### config.mk
export PLATFORM = sky130hd
export DESIGN_NAME = lrpb_ctrl
export DESIGN_NICKNAME = d
export VERILOG_FILES = /design/src/hw/rtl/lrpb_pkg.sv /design/src/hw/rtl/lrpb_ctrl.sv
export SDC_FILE = /design/constraint.sdc
export NUM_CORES = 1
export LEC_CHECK = 0
export ABC_AREA = 1
export BUFFER_PORTS_ARGS = -buffer_cell sky130_fd_sc_hd__buf_2
export CAP_MARGIN = 30
export CELL_PAD_IN_SITES_DETAIL_PLACEMENT = 1
export CELL_PAD_IN_SITES_GLOBAL_PLACEMENT = 1
export CORE_AREA = 2 2 39 41
export CTS_BUF_LIST = sky130_fd_sc_hd__clkbuf_8 sky130_fd_sc_hd__clkbuf_16
export DETAILED_ROUTE_END_ITERATION = 6
export DIE_AREA = 0 0 41 43
export PLACE_DENSITY = 0.64
export SETUP_SLACK_MARGIN = 0.3
export SYNTH_ARGS = -nofsm -noshare
export SYNTH_HDL_FRONTEND = slang
export SYNTH_SLANG_ARGS = --single-unit
### constraint.sdc
create_clock -name clk_i -period 1.7 [get_ports clk_i]
set_clock_uncertainty 0.2 [all_clocks]
set_input_delay 0.17 -clock clk_i [delete_from_list [all_inputs] [get_ports clk_i]]
set_output_delay 0.17 -clock clk_i [all_outputs]
set_load 0.05 [all_outputs]
### src/hw/rtl/lrpb_pkg.sv
package lrpb_pkg;

  // default store geometry
  localparam int COLUMNS_DEF = 128;
  localparam int PAGES_DEF   = 8;

  // fixed field widths
  localparam int X_W    = 7;
  localparam int Y_W    = 6;
  localparam int IDX_W  = 10;
  localparam int BYTE_W = 8;
  // row bits inside one page byte
  localparam int ROW_W  = 3;
  // bresenham error term, signed, wide enough for +-2*127
  localparam int ERR_W  = 10;

  // command codes
  localparam logic CMD_DRAW = 1'b0;
  localparam logic CMD_READ = 1'b1;

  // controller to datapath
  typedef struct packed {
    logic clr_step;
    logic load;
    logic step;
    logic pix_rd;
    logic pix_wr;
    logic byte_rd;
  } dp_cmd_t;

  // datapath to controller
  typedef struct packed {
    logic clr_last;
    logic octant_ok;
    logic last_pix;
  } dp_stat_t;

endpackage

### src/hw/rtl/lrpb_ctrl.sv
module lrpb_ctrl (
  input  logic               clk_i,
  input  logic               rst_ni,
  input  logic               start,
  input  logic               cmd_i,
  input  lrpb_pkg::dp_stat_t stat_i,
  output lrpb_pkg::dp_cmd_t  cmd_o,
  output logic               busy_o,
  output logic               read_valid_o
);

  localparam logic [2:0] ST_CLEAR  = 3'd0;
  localparam logic [2:0] ST_IDLE   = 3'd1;
  localparam logic [2:0] ST_RD_REQ = 3'd2;
  localparam logic [2:0] ST_RD_OUT = 3'd3;
  localparam logic [2:0] ST_CHK    = 3'd4;
  localparam logic [2:0] ST_PIX_RD = 3'd5;
  localparam logic [2:0] ST_PIX_WR = 3'd6;

  logic [2:0] state_q, state_d;

  always_ff @(posedge clk_i or negedge rst_ni) begin
    if (!rst_ni) begin
      state_q <= ST_CLEAR;
    end else begin
      state_q <= state_d;
    end
  end

  always_comb begin
    state_d      = state_q;
    cmd_o        = '0;
    busy_o       = 1'b1;
    read_valid_o = 1'b0;
    case (state_q)
      ST_CLEAR: begin
        cmd_o.clr_step = 1'b1;
        if (stat_i.clr_last) begin
          state_d = ST_IDLE;
        end
      end
      ST_IDLE: begin
        busy_o = 1'b0;
        if (start) begin
          cmd_o.load = 1'b1;
          state_d    = (cmd_i == lrpb_pkg::CMD_READ) ? ST_RD_REQ : ST_CHK;
        end
      end
      ST_RD_REQ: begin
        cmd_o.byte_rd = 1'b1;
        state_d       = ST_RD_OUT;
      end
      ST_RD_OUT: begin
        read_valid_o = 1'b1;
        state_d      = ST_IDLE;
      end
      ST_CHK: begin
        state_d = stat_i.octant_ok ? ST_PIX_RD : ST_IDLE;
      end
      ST_PIX_RD: begin
        cmd_o.pix_rd = 1'b1;
        state_d      = ST_PIX_WR;
      end
      ST_PIX_WR: begin
        cmd_o.pix_wr = 1'b1;
        if (stat_i.last_pix) begin
          state_d = ST_IDLE;
        end else begin
          cmd_o.step = 1'b1;
          state_d    = ST_PIX_RD;
        end
      end
      default: begin
        state_d = ST_IDLE;
      end
    endcase
  end

endmodule

==> impl_metrics.csv, run 1 <==
group,metric,value,unit
cts,cts_tree,"done",
critical_path,reg2reg_depth,5,
final_layout,synthToLayoutAreaGrowth,123,%
cts,cts_made_buffers,3,
synth,yosysTopAreaCellShare,31.9,%
critical_path,crit_type,"reg -> out",
critical_path,cpLargestDelayFamily,"flip-flops",
timing,finalHoldViolations,0,
synth,yosysSeqAreaShare,31.9,%
power,p_leak,0.265,nW
critical_path,worstPathCellList,"nor2_4 -> nand2_2 -> nor2_4 -> buf_6",
grt,antenna_found_initial,0,
timing,finalSetupTns,0,ps
timing,period_share,88.9,%
final_layout,regMostFlops,"state_q",
die,fp-row-count,14,
timing,maxSlewViolCount,0,
final_layout,largest_reg_flops,3,
grt,grt_pass1_wl,1210,µm
power,ir_worst_vdd,761,µV
synth,synthTopCellsByArea,"dfrtp_1 32%, nand2_1 13%, nor2_1 13%",
synth,yosysTopAreaCell,"dfrtp_1",
timing,max_freq,0.662,GHz
critical_path,critPathMaxFanout,5,
synth,avgSynthCellArea,6.53,µm²
critical_path,max_stage_delay,450,ps
critical_path,critPathCaptureType,"output port",
critical_path,worstPathArrival,1140,ps
cts,htreeDepth,1,
critical_path,crit_end,"cmd_o[4]",
routing,dr.pass1.iters,1,
final_layout,top_regs,"state_q x3",
final_layout,fillers,170,
synth,netlist_instances,36,
synth,syn_area,235,µm²
cts,clock_latency,210,ps
final_layout,antenna_cells,0,
die,dieHeight,43,µm
critical_path,timing.rr.start,"state_q[2]",
grt,grt_use_total,10.3,%
die,fp.dieW,41,µm
timing,setup_viol,0,
grt,grt.overflow.total,0,
status,status,"finished, final reports clean",
routing,wl_per_cell,8.90,µm
die,io_pins,15,
critical_path,path_depth,4,
die,core_area,1380,µm²
synth,ys_seq_elements,3,
cts,clk_pin_slew,30,ps
critical_path,cpMostUsedCell,"nor2_4",
place,postPlaceCellArea,354,µm²
die,dieArea,1760,µm²
die,initial_core_util,17.0,%
place,post-dp-hpwl,483,µm
job,maxCapViolCount,0,
timing,tightestPinTransition,179,ps
timing,fin_crit,1510,ps
critical_path,rrSetupSlack,390,ps
routing,antenna_left,0,
timing,rsz0062_at_grt,"yes",
worst_hold_path,min_path_type,"in -> async",
place,port_buffers,14,
synth,postSynthNetCount,43,
critical_path,worstSetupStartpoint,"state_q[1]",
routing,vias_per_cell,4.13,
power,p_per_area,2090,nW/µm²
synth,synth_cell_types,13,
critical_path,crit_buf_inv,1,
critical_path,critPathSlowestCell,"dfrtp_2",
synth,yosysWarnings,0,
cts,clk_path_buf_depth,2,
routing,vias,318,
grt,grt_pass1_vias,311,
final_layout,final_cell_area,526,µm²
final_layout,nets,69,
critical_path,worstPathRequired,1330,ps
grt,grt_max_degree,6,
routing,drc,0,
critical_path,r2r-end,"state_q[1]",
cts,clock-sinks,3,
final_layout,drive_gt1_share,70.5,%
routing,drtIter0Drc,0,
timing,slew_headroom,88.1,%
critical_path,worstSetupStartpointType,"flip-flop",
cts,root_buffer,"clkbuf_8",
routing,drt-total-wl,685,µm
place,globalplace.congestion,0.638,
==> routing by layer <==
metal / GRT usage (%) / part of all wire (%) / routed length [µm]
met3: 1.57 / 3.2 / 22
met4: 8.00 / 2.0 / 14
met2: 15.6 / 60 / 413
met1: 12.1 / 34 / 233
met5: 0 / 0 / 0
==> synthesized netlist by cell type <==
cell	count
dfrtp_1	3
inv_1	4
inv_2	3
nand2_1	8
nand3_1	1
nand3_2	1
nor2_1	8
nor2_2	3
nor2_4	1
nor3_1	1
nor3_2	1
o21ai_1	1
o21ai_2	1
==> cells by family after synthesis <==
| kind of cell | share of synthesized area (%) |
|---|---|
| AND/OR/NAND/NOR | 51.1 |
| buffers and inverters | 11.2 |
| AO/OA/AOI/OAI | 5.85 |
| flip-flops | 31.9 |
==> cells in the final DEF, fill, tap and decap left out <==
cell type,synthesis,final
nor2_1,8,5
nor2_2,3,3
nand3_1,1,1
dfrtp_2,0,3
o21ai_1,1,1
buf_4,0,6
dlygate4sd3_1,0,2
buf_6,0,6
buf_8,0,1
buf_2,0,6
nor2_4,1,4
inv_2,3,3
nand2_2,0,3
o21ai_2,1,1
clkbuf_8,0,3
nor3_4,0,1
nand3_2,1,1
nor3_2,1,1
inv_1,4,4
inv_4,0,1
nand2_1,8,5
==> worst reg2reg max path, stage by stage (launching register included) <==
cell and delay, ps:
dfrtp_2 460, buf_4 170, nor2_2 120, nor2_1 60
nor2_1 130, nor2_1 60
==> how the worst min path moves through the flow <==
stage                 end  slack [ps]  cells after the start  startpoint
5_1_grt        state_q[2]          80                      2      rst_ni
4_1_cts        state_q[1]          70                      2      rst_ni
3_5_place_dp   state_q[1]        -230                      1      rst_ni
6_report       state_q[1]          80                      2      rst_ni
2_1_floorplan  state_q[0]        -330                      0      rst_ni
3_3_place_gp   state_q[1]        -230                      1      rst_ni
==> power by group <==
group	internal, W	leakage (nW)	switching [W]
Combinational	0.000269	0.204	0.000453
Sequential	0.000108	0.0337	0.0000701
Clock	0.000154	0.0269	0.0000456
==> timing repair <==
item                                   CTS  global route
resized for setup                       21             5
hold buffers                             2             0
setup buffers                            2             3
endpoints found under the hold margin    4             0
setup endpoints to repair                8             9
pin swaps                                2             1
==> layout make-up <==
cell class | instances | area [µm²] | share of cell area, %
clock buffer | 3 | 41.3 | 7.86
tap | 16 | 20.0 | 3.81
multi-input combinational | 26 | 175 | 33.3
inverter | 7 | 28.8 | 5.48
timing repair buffer | 21 | 178 | 33.8
clock inverter | 1 | 3.75 | 0.714
sequential | 3 | 78.8 | 15.0
==> per-stage QoR <==
step	cells	util, %	setup slack (ps)	power, W	hold WS (ps)
after floorplan	36	-	142	0.000608	-326
after global placement	66	25.6	238	0.000717	-232
after detailed placement	66	25.6	244	0.000714	-232
after CTS	74	35.7	169	0.00106	70.8
after global routing	77	38.0	129	0.00117	84.0
final	77	38.0	189	0.00110	77.1
No activity file was read; power rests on OpenSTA's default activity.
==> inputs of run 2 (changes only) <==
Settings changed: PLACE_DENSITY 0.64 to default, PLACE_DENSITY_LB_ADDON from default to 0.15.
==> run 2 against run 1 <==
Net effect: register-to-register slack worse by 50 ps; combinational power is 8.2% higher; clock power hardly changed; final area is 4.5% higher; global-route usage is 0.87 points higher; critical path depth stayed put; first-iteration DRC count stayed put; cell count is 2.6% higher; sequential share of layout area is 0.65 points lower; utilization is 1.7 points higher; sequential power hardly changed; highest routed layer unchanged.
==> impl_metrics.csv, run 2 (synthesis gave the netlist of run 1 again) <==
group,metric,value,unit
critical_path,worstPathArrival,1140,ps
timing,fin_crit,1510,ps
routing,dr.pass1.iters,1,
power,switching_share,50.8,%
routing,drt-total-wl,800,µm
power,p_sw,0.000590,W
critical_path,critPathSlowestCell,"dfrtp_2",
critical_path,crit_type,"reg -> out",
critical_path,crit_end,"cmd_o[4]",
die,dieArea,1760,µm²
timing,slew_headroom,83.2,%
timing,max_freq,0.661,GHz
place,post-dp-hpwl,547,µm
die,dieHeight,43,µm
timing,maxSlewViolCount,0,
timing,tightestPinTransition,253,ps
place,globalplace.congestion,0.601,
power,p_per_area,2110,nW/µm²
final_layout,nets,71,
power,ir_worst_vdd,786,µV
die,io_pins,15,
final_layout,largest_reg_flops,3,
critical_path,rrSetupSlack,340,ps
final_layout,regArea,78.8,µm²
cts,cts_tree,"done",
grt,grt_pass1_vias,319,
place,dp.cells,66,
cts,clock-sinks,3,
cts,clk_pin_slew,30,ps
critical_path,cpMostUsedCell,"nor2_4",
timing,rsz0062_at_grt,"yes",
final_layout,synthToLayoutAreaGrowth,134,%
critical_path,worstSetupStartpointType,"flip-flop",
final_layout,drive_gt1_share,73.0,%
final_layout,top_regs,"state_q x3",
grt,grt_max_degree,6,
power,power_frac_comb,67.3,%
grt,antenna_found_initial,0,
final_layout,multi_input_area,175,µm²
timing,period_share,89.0,%
cts,root_buffer,"clkbuf_8",
power,p_seq_share,15.5,%
power,p_clk_share,17.2,%
critical_path,worstPathCellList,"nor2_4 -> nand2_2 -> nor2_4 -> buf_8",
final_layout,stdcell_count,79,
critical_path,critPathCaptureType,"output port",
die,fp.dieW,41,µm
final_layout,regMostFlops,"state_q",
cts,clock_latency,210,ps
job,maxCapViolCount,0,
final_layout,mostFrequentLayoutCells,"7 x buf_2, 7 x buf_4, 5 x nand2_1, 5 x nor2_1",
critical_path,critPathMaxFanout,5,
critical_path,reg2reg_depth,6,
die,core_area,1380,µm²
critical_path,worstSetupStartpoint,"state_q[1]",
power,p_leak,0.276,nW
routing,antenna_left,0,
grt,grt_pass1_wl,1280,µm
worst_hold_path,min_path_type,"in -> async",
critical_path,max_stage_delay,450,ps
grt,grt_use_total,11.2,%
cts,clk_path_buf_depth,2,
die,initial_core_util,17.0,%
die,fp-row-count,14,
timing,finalHoldViolations,0,
timing,setup_viol,0,
routing,drc,0,
timing,finalSetupTns,0,ps
critical_path,r2r-end,"state_q[2]",
cts,cts_made_buffers,3,
routing,wl_per_cell,10.1,µm
cts,htreeDepth,1,
routing,drtIter0Drc,0,
status,status,"finished, final reports clean",
critical_path,worstPathRequired,1330,ps
critical_path,timing.rr.start,"state_q[0]",
place,port_buffers,14,
final_layout,antenna_cells,0,
routing,vias,328,
grt,grt.overflow.total,0,
final_layout,fillers,179,
power,p_int,0.000571,W
routing,vias_per_cell,4.15,
-- run 2: changes by cell type in the layout (fill, tap and decap cells not counted), sizes merged --
| cell | before | now |
|---|---|---|
| buf | 19 | 21 |
-- run 2: final cells by class --
class,count,area share [%]
Clock buffer,3,7.52
Clock inverter,1,0.683
Inverter,7,5.24
Multi-Input combinational cell,26,31.9
Sequential cell,3,14.4
Tap cell,16,3.64
Timing Repair Buffer,23,36.7
-- run 2: what timing repair did --
action                                  CTS  global route
hold buffers                              2             0
endpoints found under the setup margin    8            10
hold endpoints to repair                  4             0
pin swaps                                 3             3
setup buffers                             4             3
cloned                                    0             0
resized for setup                        21             7
-- run 2: critical path, delay by kind of cell (launching register included) --
kind | cells | cell delay [ps]
simple gates | 3 | 320
flops | 1 | 450
buf+inv | 1 | 150
-- run 2: per-stage QoR --
stage	setup slack (ps)	hold slack, ps	total power, W	area, µm²	util [%]
5_1_grt	125	95.2	0.00124	549	39.7
3_5_place_dp	219	-230	0.000723	354	25.6
6_report	187	80.2	0.00116	549	39.7
4_1_cts	169	74.9	0.00109	510	36.9
3_3_place_gp	206	-229	0.000728	354	25.6
2_1_floorplan	142	-326	0.000608	264	-
-- run 2: how the worst min path moves through the flow --
stage                             to  depth (start not counted)   start
after floorplan           state_q[0]                          0  rst_ni
after global placement    state_q[1]                          1  rst_ni
after detailed placement  state_q[2]                          1  rst_ni
after CTS                 state_q[2]                          2  rst_ni
after global routing      state_q[2]                          2  rst_ni
final                     state_q[1]                          2  rst_ni
-- run 2: power by group through the flow --
stage	Combinational, W	Clock [W]	Sequential (W)
after floorplan	0.000451	0	0.000157
after global placement	0.000560	0	0.000167
after detailed placement	0.000557	0	0.000167
after CTS	0.000706	0.000206	0.000174
after global routing	0.000837	0.000214	0.000188
final	0.000781	0.000199	0.000180
-- run 2: routing by layer --
metal  global-route usage (%)  vias up  share of wire, %
li1                         -      163                 -
met1                     13.2      152                37
met2                     16.3       10                56
met3                     3.14        3               4.8
met4                     8.00        0               2.8
met5                        0        -                 0
